### config.mk
export PLATFORM = sky130hd
export DESIGN_NAME = tama_lane
export DESIGN_NICKNAME = d
export VERILOG_FILES = /design/src/tama_pkg.sv /design/src/tama_lane.sv
export SDC_FILE = /design/constraint.sdc
export NUM_CORES = 1
export LEC_CHECK = 0
export ABC_AREA = 1
export BUFFER_PORTS_ARGS = -buffer_cell sky130_fd_sc_hd__buf_2
export CORE_MARGIN = 1
export CORE_UTILIZATION = 60
export CTS_CLUSTER_DIAMETER = 120
export DETAILED_ROUTE_END_ITERATION = 8
export HOLD_SLACK_MARGIN = 0.1
export PLACE_DENSITY_LB_ADDON = 0.25
export SYNTH_ARGS = -nofsm -noshare
export SYNTH_HDL_FRONTEND = slang
export SYNTH_SLANG_ARGS = --single-unit
### constraint.sdc
create_clock -name clk -period 6.2 [get_ports clk]
set_clock_uncertainty 0.1 [all_clocks]
set_input_delay 0.93 -clock clk [delete_from_list [all_inputs] [get_ports clk]]
set_output_delay 0.93 -clock clk [all_outputs]
set_load 0.005 [all_outputs]
### src/tama_pkg.sv
`default_nettype none

package tama_pkg;

  // width of one axis reading and of one axis mean
  localparam int unsigned SAMPLE_W = 16;

  // running sum width, holds any window of up to 16 readings exactly
  localparam int unsigned SUM_W = 20;

  // magnitude of a running sum, at most 2^19
  localparam int unsigned MAG_W = SUM_W;

  // reciprocal scaling for the constant divide
  localparam int unsigned DIV_SHIFT = 25;
  localparam int unsigned RECIP_W   = 25;
  localparam int unsigned PROD_W    = MAG_W + RECIP_W;

  // number of axes carried by one beat
  localparam int unsigned AXES = 3;

  // packed beat width, three fields rounded up to whole bytes
  localparam int unsigned DATA_W = ((AXES * SAMPLE_W + 7) / 8) * 8;

endpackage

`default_nettype wire

### src/tama_lane.sv
`default_nettype none

module tama_lane #(
  parameter int unsigned WINDOW = 10
) (
  input  wire logic                                 clk,
  input  wire logic                                 rst,
  input  wire logic                                 load,
  input  wire logic [$clog2(WINDOW)-1:0]            slot,
  input  wire logic signed [tama_pkg::SAMPLE_W-1:0] sample,
  output logic signed [tama_pkg::SUM_W-1:0]         sum
);

  localparam int unsigned EXT_W = tama_pkg::SUM_W - tama_pkg::SAMPLE_W;

  logic signed [tama_pkg::SAMPLE_W-1:0] ring [WINDOW];
  logic signed [tama_pkg::SAMPLE_W-1:0] oldest;
  logic signed [tama_pkg::SUM_W-1:0]    oldest_ext;
  logic signed [tama_pkg::SUM_W-1:0]    sample_ext;
  logic signed [tama_pkg::SUM_W-1:0]    sum_next;

  assign oldest     = ring[slot];
  assign oldest_ext = {{EXT_W{oldest[tama_pkg::SAMPLE_W-1]}}, oldest};
  assign sample_ext = {{EXT_W{sample[tama_pkg::SAMPLE_W-1]}}, sample};
  assign sum_next   = sum - oldest_ext + sample_ext;

  always_ff @(posedge clk) begin
    if (rst) begin
      for (int i = 0; i < WINDOW; i++) begin
        ring[i] <= '0;
      end
      sum <= '0;
    end else if (load) begin
      ring[slot] <= sample;
      sum        <= sum_next;
    end
  end

endmodule

`default_nettype wire

==> results by group <==
Outcome
  – Status: finished, final reports clean

Placement
  – Post-DP Area: 0.0136 sq mm
  – Final RePlAce weighted congestion: 0.987
  – Worst slack, placed: between 1000 and 1500 ps
  – Port buffer count: 42
  – Hpwl dp: 21,400 um

Critical path
  – Worst Path Max Fanout: 20
  – Worst EP required: 6520 ps
  – R2R depth: 14
  – Critical Path Sink Type: flop
  – Reg2reg end: sum[8]$_SDFFE_PP0P_
  – Worst reg2reg setup slack: 2910 ps
  – Crit path DAT: 4670 ps
  – Worst reg2reg path startpoint: ring[1][0]$_SDFFCE_PN0P_
  – Setup Crit Path Kind: input pin to flop
  – Setup crit start kind: input pin

Yosys
  – Yosys warns: 0
  – Post-synthesis cell type count: 29
  – Mapped Cells: roughly 1,300
  – Post-synth net total: 1,359
  – Post-synth EDFFs: about 260
  – Post-synth top cells: nor2_1, edfxtp_1, o21ai_0, nand2_1, inv_1
  – Avg Inst Size Synth: 10.1 sq um
  – Post-synth ARST share: 0%
  – Ys flop type: edfxtp_1
  – Proportion of netlist area held by the largest area contributor: about three fifths
  – Count leader, synth: nor2_1
  – Post-synthesis sequential area ratio: 61.5%
  – Biggest area consumer among synthesized cells: edfxtp_1
  – Area contributors post-synth: edfxtp_1, nor2_1, o21ai_0
  – Synthesized flop and latch total: roughly 280
  – Post-Synthesis Cell Area: 0.0132 sq mm

Clock tree
  – Post-CTS Resized: 0
  – Hold Buf Count CTS: 0
  – CTS max path bufs: 3
  – Sink Count: about 280
  – Skew-Pair Late Insertion Delay: 550 ps
  – Post-CTS Repair Setup Buffers: 0
  – CTS tree: done
  – Clock Tree Root: clkbuf_16
  – Worst-path clk slew: 60 ps
  – # H-tree levels: 1
  – CTS buffer count: 29

Timing
  – Tmin final: 4350 ps
  – RSZ-0062 raised after global routing: false
  – Fin Setup TNS: 0 ps
  – Setup WS post-layout: between 1500 and 2000 ps
  – Least-Margin Pin Slew: between 900 and 1000 ps
  – Slew Viols, Final: 0
  – Slew margin rel.: 37.3%
  – Hold Vio Cnt, Final: 0
  – Final period util: a little over two thirds
  – Final setup fails: 0
  – Hold Slack: roughly 370 ps
  – Fmax: 230 MHz

Power and ir drop
  – Sw Share: 31.7%
  – P_int: 3.63 mW
  – Clock share of power: between 30% and 40%
  – Sequential Power Share: 41.9%
  – Max VDD drop: 251 uV
  – Combinational power share: 25.3%
  – Leakage power: 5.28 nW
  – Net Sw Power: 1.69 mW
  – Pwr per Cell Area: 366 mW/mm^2

Route
  – Antenna violation net count after detailed routing: 0
  – DRC violations left: 0
  – Iter 0 DRT Violations: 1,185
  – Vias per cell: ~6.1
  – Wire per inst: approximately 21 um
  – Final WL: 34,000 um
  – Initial DRT Pass Iterations: 6
  – Vias: 9,844

Floorplanning
  – Die X-Extent: 150 um
  – Die area: 0.0225 sq mm
  – Rows: 53
  – Initial Utilization: 61.8%
  – Die height: 150 um
  – Core Region: 0.0213 sq mm
  – # IOs: 43

Cells and area
  – Final Util: 68.2%
  – Area of the multi-input gates: 0.00429 sq mm
  – Fin nets: 1,383
  – Antenna diodes: 0
  – Layout area overhead: 10.4%
  – Sequential cell area: 0.00809 sq mm
  – Final Cell Area: 0.0145 sq mm
  – FILL cells: 1,599
  – Fraction of layout cells with a size suffix above 1: 9.10%

GRT
  – Initial antenna violation count: 0
  – First-pass GRT wire length: 52,100 um
  – Largest net degree at the start of global routing: 86
  – Number of global-route vias before repair: roughly 9,500
  – GRT Overall Usage: roughly 31%
  – Grt total ovfl: 0

Worst hold path
  – Hold_sp: sum[12]$_SDFFE_PP0P_
  – Hold Path Stages: 2
  – Hold path endpoint: sum[12]$_SDFFE_PP0P_
  – HP Class: flop to flop

Job
  – Max cap viols: 0
-- state kept, by name, summed over array words and instances (netlist names) --
| register | flops |
|---|---|
| ring | 256 |
| sum | 20 |
-- layout by cell type, fill, tap and decap left out, types with 20 or more instances in the layout --
| cell | count |
|---|---|
| inv_1 | 113 |
| ha_1 | 21 |
| nand2_1 | 138 |
| nand3_1 | 39 |
| buf_2 | 41 |
| a21oi_1 | 20 |
| o221ai_1 | 48 |
| dfxtp_1 | 20 |
| nor2_1 | 321 |
| clkbuf_16 | 29 |
| clkinv_1 | 22 |
| edfxtp_1 | 256 |
| o21ai_0 | 150 |
-- stage by stage --
step | instances | power (mW)
after floorplan | 1296 | 3.19
after global placement | 1564 | 3.57
after detailed placement | 1564 | 3.60
after CTS | 1616 | 5.31
after global routing | 1616 | 5.59
final | 1616 | 5.32
-- final cells by class --
cell class                 count  area share [%]
clock buffer                  31            5.05
clock inverter                21            1.49
inverter                     135            3.50
multi-input combinational    820            29.6
sequential                   276            55.7
tap                          275            2.37
timing repair buffer          58            2.29
-- worst max-delay path by stage --
stage               startpoint              endpoint  slack (ps)
floorplan              slot[2]  sum[19]$_SDFFE_PP0P_        2560
global placement       slot[3]  sum[12]$_SDFFE_PP0P_        1520
detailed placement     slot[3]  sum[12]$_SDFFE_PP0P_        1370
CTS                    slot[3]  sum[12]$_SDFFE_PP0P_        1950
global route           slot[0]   sum[6]$_SDFFE_PP0P_        1650
finish                 slot[3]   sum[8]$_SDFFE_PP0P_        1850
-- cells by family after synthesis --
logic type,count (synthesis),share of synthesized area (%)
compound gates,256,11.7
simple gates,522,15.9
xor+xnor,2,0.133
fa+ha+maj,40,4.89
buf+inv,200,5.89
flops,276,61.5
-- layer usage --
metal	wire length [um]	global-route usage, %	up-vias	part of all wire [%]
met5	0	0	-	0
met4	835	10.5	0	2.5
met3	2990	3.54	69	8.8
met2	16400	50.6	532	48
met1	13700	43.7	4733	40
li1	-	-	4510	-
-- critical path: stages --
cell and delay (ps):
buf_2 430, clkinv_1 740, nand3_1 380, nand2_1 160
ha_1 320, inv_1 40, ha_1 250, fa_1 550
nand2_1 130, nor2_1 70, o21ai_0 150, nand2_1 170
o21ai_0 210, o21ai_0 110
-- power groups by stage --
stage               Clock, mW  Combinational, mW  Sequential (mW)
detailed placement          0               1.33             2.27
floorplan                   0              0.939             2.25
CTS                      1.75               1.34             2.23
global route             1.82               1.52             2.24
global placement            0               1.30             2.26
finish                   1.74               1.34             2.23
Note: power is estimated with default switching activity, not from simulation.
