===== src/tama_pkg.sv =====
`default_nettype none

package tama_pkg;

  // width of one axis reading and of one axis mean
  localparam int unsigned SAMPLE_W = 16;

  // running sum width, holds any window of up to 16 readings exactly
  localparam int unsigned SUM_W = 20;

  // magnitude of a running sum, at most 2^19
  localparam int unsigned MAG_W = SUM_W;

  // reciprocal scaling for the constant divide
  localparam int unsigned DIV_SHIFT = 25;
  localparam int unsigned RECIP_W   = 25;
  localparam int unsigned PROD_W    = MAG_W + RECIP_W;

  // number of axes carried by one beat
  localparam int unsigned AXES = 3;

  // packed beat width, three fields rounded up to whole bytes
  localparam int unsigned DATA_W = ((AXES * SAMPLE_W + 7) / 8) * 8;

endpackage

`default_nettype wire


===== src/tama_div.sv =====
`default_nettype none

module tama_div #(
  parameter int unsigned WINDOW = 10
) (
  input  wire logic                                 clk,
  input  wire logic                                 en,
  input  wire logic signed [tama_pkg::SUM_W-1:0]    sum,
  output logic signed [tama_pkg::SAMPLE_W-1:0]      mean
);

  // ceil(2^shift / window), exact for every sum magnitude up to 2^19
  localparam logic [tama_pkg::RECIP_W-1:0] RECIP =
    tama_pkg::RECIP_W'(((64'd1 << tama_pkg::DIV_SHIFT) + WINDOW - 1) / WINDOW);

  logic [tama_pkg::MAG_W-1:0]  mag;
  logic [tama_pkg::PROD_W-1:0] prod;
  logic                        neg;
  logic [tama_pkg::SAMPLE_W-1:0] quot;

  assign mag = sum[tama_pkg::SUM_W-1] ? tama_pkg::MAG_W'(-sum) : tama_pkg::MAG_W'(sum);

  always_ff @(posedge clk) begin
    if (en) begin
      neg  <= sum[tama_pkg::SUM_W-1];
      prod <= tama_pkg::PROD_W'(mag) * tama_pkg::PROD_W'(RECIP);
    end
  end

  // truncation toward zero: divide the magnitude, then restore the sign
  assign quot = prod[tama_pkg::DIV_SHIFT +: tama_pkg::SAMPLE_W];
  assign mean = neg ? -quot : quot;

endmodule

`default_nettype wire


===== config.mk =====
export PLATFORM = sky130hd
export DESIGN_NAME = tama_div
export DESIGN_NICKNAME = d
export VERILOG_FILES = /design/src/tama_pkg.sv /design/src/tama_div.sv
export SDC_FILE = /design/constraint.sdc
export NUM_CORES = 1
export LEC_CHECK = 0
export ABC_CLOCK_PERIOD_IN_PS = 23200
export BUFFER_PORTS_ARGS = -buffer_cell sky130_fd_sc_hd__buf_2
export CAP_MARGIN = 20
export CORE_MARGIN = 2
export CORE_UTILIZATION = 60
export CTS_CLUSTER_DIAMETER = 120
export DETAILED_ROUTE_END_ITERATION = 10
export PLACE_DENSITY = 0.79
export SETUP_SLACK_MARGIN = 0.5
export SYNTH_ARGS = -nofsm -noshare
export SYNTH_HDL_FRONTEND = slang
export SYNTH_SLANG_ARGS = --single-unit

===== constraint.sdc =====
create_clock -name clk -period 23.2 [get_ports clk]
set_clock_uncertainty 0.15 [all_clocks]
set_input_delay 1.16 -clock clk [delete_from_list [all_inputs] [get_ports clk]]
set_output_delay 1.16 -clock clk [all_outputs]
set_load 0.005 [all_outputs]

==> flow_metrics.env, run 1 <==
export IMPL_mostFrequentLayoutCell="inv_1"
export IMPL_route_detailed_drc=0
export IMPL_path_depth=28
export IMPL_critPathMaxStageDelay_ps=590
export IMPL_syn_num_nets=1192
export IMPL_hold_viol=0
export IMPL_wl_per_cell_um=17.4
export IMPL_numCtsBuffers=3
export IMPL_drv_slew=0
export IMPL_routabilityCongestion=0.960
export IMPL_start_util_pct=62.1
export IMPL_path_class="in -> reg"
export IMPL_synth_distinct_cells=54
export IMPL_htreeDepth=1
export IMPL_yosys_warnings=0
export IMPL_grt_overflow_total=0
export IMPL_grt_pass1_wl_mm=29.4
export IMPL_regArea_um2=510
export IMPL_path_buf_inv=6
export IMPL_relSlewSlack_pct=31.2
export IMPL_yosysSeqAreaShare_pct=6.16
export IMPL_clock_sinks=17
export IMPL_hold_class="in -> reg"
export IMPL_wl_mm=18.3
export IMPL_nNetsFinal=1228
export IMPL_hold_slack_ps=1200
export IMPL_netlist_instances=841
export IMPL_dr_pass1_iters=4
export IMPL_multi_input_area_um2=6900
export IMPL_maxCapViolCount=0
export IMPL_fin_util_pct=65.5
export IMPL_crit_arrival_ps=8720
export IMPL_cts_buffer_depth=2
export IMPL_area_delta_synth_final_pct=5.43
export IMPL_synth_edf_count=17
export IMPL_clk_pin_slew_ps=50
export IMPL_cts_hold_buf=0
export IMPL_finalSetupTns_ps=0
export IMPL_setup_viol=0
export IMPL_status="completed"
export IMPL_fill_cells=1056
export IMPL_final_cell_mix="226 x inv_1, 194 x ha_1, 135 x fa_1"
export IMPL_rows=42
export IMPL_grt_pass1_vias=6096
export IMPL_chipWidth_um=122
export IMPL_ys_ff_latch=17
export IMPL_die_area_um2=14800
export IMPL_antenna_found_initial=0
export IMPL_cts_post_setup_buffers_inserted=0
export IMPL_ys_dominant_reg_cell="edfxtp_1"
export IMPL_cts_resized_gates=0
export IMPL_track_usage_pct=25.9
export IMPL_syn_area_per_cell_um2=9.86
export IMPL_ant_nets=0
export IMPL_cp_max_fo=5
export IMPL_num_antenna_cells=0
export IMPL_cts_tree="built"
export IMPL_drt_initial_drc_count=404
export IMPL_core_area_um2=13300
export IMPL_worstSetupEndpointType="flip-flop"
export IMPL_ios=38
export IMPL_cpMaxStageDelayCell="fa_1"
export IMPL_synthArstFlopShare_pct=0
export IMPL_crit_family="adder cells"
export IMPL_required_ps=23030
export IMPL_via_per_inst=5.57
export IMPL_io_buffers=37
export IMPL_netlist_area_um2=8290
export IMPL_worstSetupStartpointType="input pin"
export IMPL_period_share_pct=38.3
export IMPL_dr_total_vias=5860
export IMPL_hpwl_mm=16.2
export IMPL_grt_max_degree=21
export IMPL_ctsRootBufferMaster="clkbuf_16"
export IMPL_max_freq_ghz=0.112
export IMPL_die_y_um=122
export IMPL_worst_pin_slew_ps=1020
export IMPL_rsz0062_at_grt="false"
export IMPL_min_period_ps=8900
export IMPL_drive_above_1_share_pct=5.48
export IMPL_hold_path_cell_count=1
metal layers:
layer | routed length (um) | track usage, % | part of all wire, %
met2 | 7970 | 40.1 | 44
met3 | 1650 | 6.51 | 9.0
met1 | 8180 | 36.7 | 45
met4 | 471 | 6.47 | 2.6
met5 | 0 | 0 | 0
synthesized netlist by cell type (2+ instances only):
cell,count,area (um^2)
a211o_1,2,17.5
a21boi_0,3,22.5
a21o_1,19,143
a21oi_1,23,115
and3_1,3,18.8
and4_1,2,17.5
clkbuf_1,4,15.0
edfxtp_1,17,510
fa_1,135,2700
ha_1,194,2430
inv_1,226,848
nand2_1,33,124
nand2b_1,5,31.3
nand3_1,3,15.0
nand4_1,7,43.8
nor2_1,24,90.1
nor2b_1,5,31.3
nor3_1,5,25.0
nor4_1,2,12.5
o211ai_1,3,22.5
o21ai_0,18,90.1
o21bai_1,2,15.0
o311ai_1,2,17.5
o31a_1,2,17.5
o31ai_1,8,60.1
o41ai_1,3,26.3
or3_1,2,12.5
or4_1,3,22.5
xnor2_1,45,394
xor2_1,17,149
stage by stage:
step                instance area [um^2]  cells  worst slack (ps)
floorplan                           8290    841             14860
global placement                    8660   1048             14190
detailed placement                  8660   1048             14090
CTS                                 8740   1052             14320
global route                        8740   1052             13880
finish                              8740   1052             14300
registers in the layout, summed over array words and instances, names as in the netlist:
register and flops:
neg 1, prod 16
cells by family after synthesis:
group,Yosys count,synth area share [%]
adders and majority gates,329,61.9
buffers and inverters,232,10.6
AOI/OAI and AO/OA,101,8.75
and+or+nand+nor,98,5.73
xor gates and xnor gates,63,6.74
DFF,17,6.16
muxes,1,0.121
final timing paths:
| kind | start | end | slack (ps) |
|---|---|---|---|
| max | sum[4] | prod[39] | 14300 |
| min | en | prod[37] | 1200 |
area by class of cell:
cell class,count,share of cell area (%)
multi-input cells,592,78.9
clock buffers,4,0.902
repair buffers,37,2.12
well taps,176,2.52
flip-flops and latches,17,5.84
inverters,226,9.70
Power of run 1 is not shown: default switching activity piles up to over one toggle a cycle in this logic, so the estimate is an artifact.
==> run 2: changes to the inputs <==
Settings changed: ABC_CLOCK_PERIOD_IN_PS 23200 to 8270.
Clock period 23.2 ns to 8.27 ns, I/O delays scaled along.
==> run 2 against run 1 <==
Against the previous run: sequential share of layout area down 0.22 points; cell area up 3.8%; via count up 1.6%.
==> flow_metrics.env, run 2 (same netlist as run 1, synthesis figures left out) <==
export IMPL_status="completed"
export IMPL_regArea_um2=510
export IMPL_fin_ws_ps=758
export IMPL_hold_end="prod[40]"
export IMPL_drive_above_1_share_pct=10.1
export IMPL_setup_viol=0
export IMPL_track_usage_pct=26.4
export IMPL_finalSetupTns_ps=0
export IMPL_die_y_um=122
export IMPL_antenna_found_initial=0
export IMPL_cp_max_fo=5
export IMPL_routabilityCongestion=0.963
export IMPL_ant_nets=0
export IMPL_min_period_ps=7510
export IMPL_cts_buffer_depth=2
export IMPL_htreeDepth=1
export IMPL_multi_input_area_um2=7100
export IMPL_hold_path_cell_count=1
export IMPL_die_area_um2=14800
export IMPL_nNetsFinal=1246
export IMPL_route_detailed_drc=0
export IMPL_path_class="in -> reg"
export IMPL_largest_reg_flops=16
export IMPL_numCtsBuffers=3
export IMPL_final_cell_mix="225 x inv_1, 186 x ha_1, 135 x fa_1"
export IMPL_start_util_pct=62.1
export IMPL_max_freq_ghz=0.133
export IMPL_hpwl_mm=16.5
export IMPL_ios=38
export IMPL_grt_max_degree=18
export IMPL_worst_pin_slew_ps=747
export IMPL_regMostFlops="prod"
export IMPL_grt_overflow_total=0
export IMPL_wl_per_cell_um=17.7
export IMPL_grt_pass1_vias=6070
export IMPL_preCtsSetupSlack_ps=-150
export IMPL_clock_sinks=17
export IMPL_hold_viol=0
export IMPL_via_per_inst=5.56
export IMPL_period_share_pct=90.8
export IMPL_worstSetupStartpointType="input pin"
export IMPL_cpMaxStageDelayCell="fa_1"
export IMPL_crit_arrival_ps=7330
export IMPL_grt_pass1_wl_mm=30.1
export IMPL_chipWidth_um=122
export IMPL_area_delta_synth_final_pct=9.49
export IMPL_required_ps=8090
export IMPL_postPlaceCellArea_um2=8760
export IMPL_io_buffers=37
export IMPL_cp_startpoint="sum[4]"
export IMPL_num_antenna_cells=0
export IMPL_ctsRootBufferMaster="clkbuf_16"
export IMPL_hold_class="in -> reg"
export IMPL_worstSetupEndpointType="flip-flop"
export IMPL_drt_initial_drc_count=387
export IMPL_dr_pass1_iters=8
export IMPL_reg_largest_list="prod: 16 flops, neg: 1 flops"
export IMPL_drv_slew=0
export IMPL_clk_pin_slew_ps=50
export IMPL_critPathMaxStageDelay_ps=540
export IMPL_rsz0062_at_grt="false"
export IMPL_core_area_um2=13300
export IMPL_relSlewSlack_pct=49.9
export IMPL_min_from="en"
export IMPL_fill_cells=1040
export IMPL_rows=42
export IMPL_cts_tree="built"
export IMPL_final_area_um2=9080
export IMPL_wl_mm=18.9
export IMPL_mostFrequentLayoutCell="inv_1"
export IMPL_dr_total_vias=5953
export IMPL_maxCapViolCount=0
==> run 2: changes by cell type in the layout (fill, tap and decap cells not counted), moves of 2 or more <==
cell,before,now
xor2_2,0,2
ha_4,0,3
ha_2,0,5
o21ai_0,18,16
xnor2_1,45,41
xor2_1,17,14
xnor2_2,1,5
o21ai_1,0,2
buf_4,0,18
ha_1,194,186
==> run 2: cell type report <==
type                       count  area share (%)
multi-input combinational    592            78.2
inverter                     226            9.34
sequential                    17            5.62
timing repair buffer          55            3.53
tap                          176            2.43
clock buffer                   4           0.868
==> run 2: critical path, delay by kind of cell <==
family,cells,cell delay [ps]
buffers and inverters,7,590
adders and majority gates,8,3350
AOI/OAI and AO/OA,8,1810
and+or+nand+nor,5,900
xor gates and xnor gates,1,260
==> run 2: how the worst max path moves through the flow <==
stage,slack (ps),cells past startpoint,endpoint
after floorplan,670,26,prod[40]
after global placement,70,28,prod[40]
after detailed placement,-150,28,prod[37]
after CTS,500,28,prod[37]
after global routing,480,29,prod[40]
final,760,29,prod[39]
==> run 2: what timing repair did <==
item | in CTS | in global routing
pin swaps | 0 | 3
endpoints found under the setup margin | 11 | 12
hold buffers | 0 | 0
gates resized for setup | 4 | 32
cloned | 0 | 0
buffers inserted | 0 | 5
==> run 2: routing by layer <==
metal  vias to the layer above  global-route usage [%]  share of wire (%)
met5                         -                       0                  0
met4                         0                    4.38                2.5
met3                        47                    5.06                8.3
met2                       229                    42.0                 45
met1                      2855                    38.5                 44
li1                       2822                       -                  -
==> run 2: metrics by stage <==
| step | std cells | hold slack, ps | utilization (%) |
|---|---|---|---|
| 2_1_floorplan | 841 | 362 | - |
| 3_3_place_gp | 1061 | 704 | 65.6 |
| 3_5_place_dp | 1061 | 701 | 65.6 |
| 4_1_cts | 1065 | 450 | 66.5 |
| 5_1_grt | 1070 | 467 | 68.0 |
| 6_report | 1070 | 441 | 68.0 |
Power of run 2 is left out for the same reason.
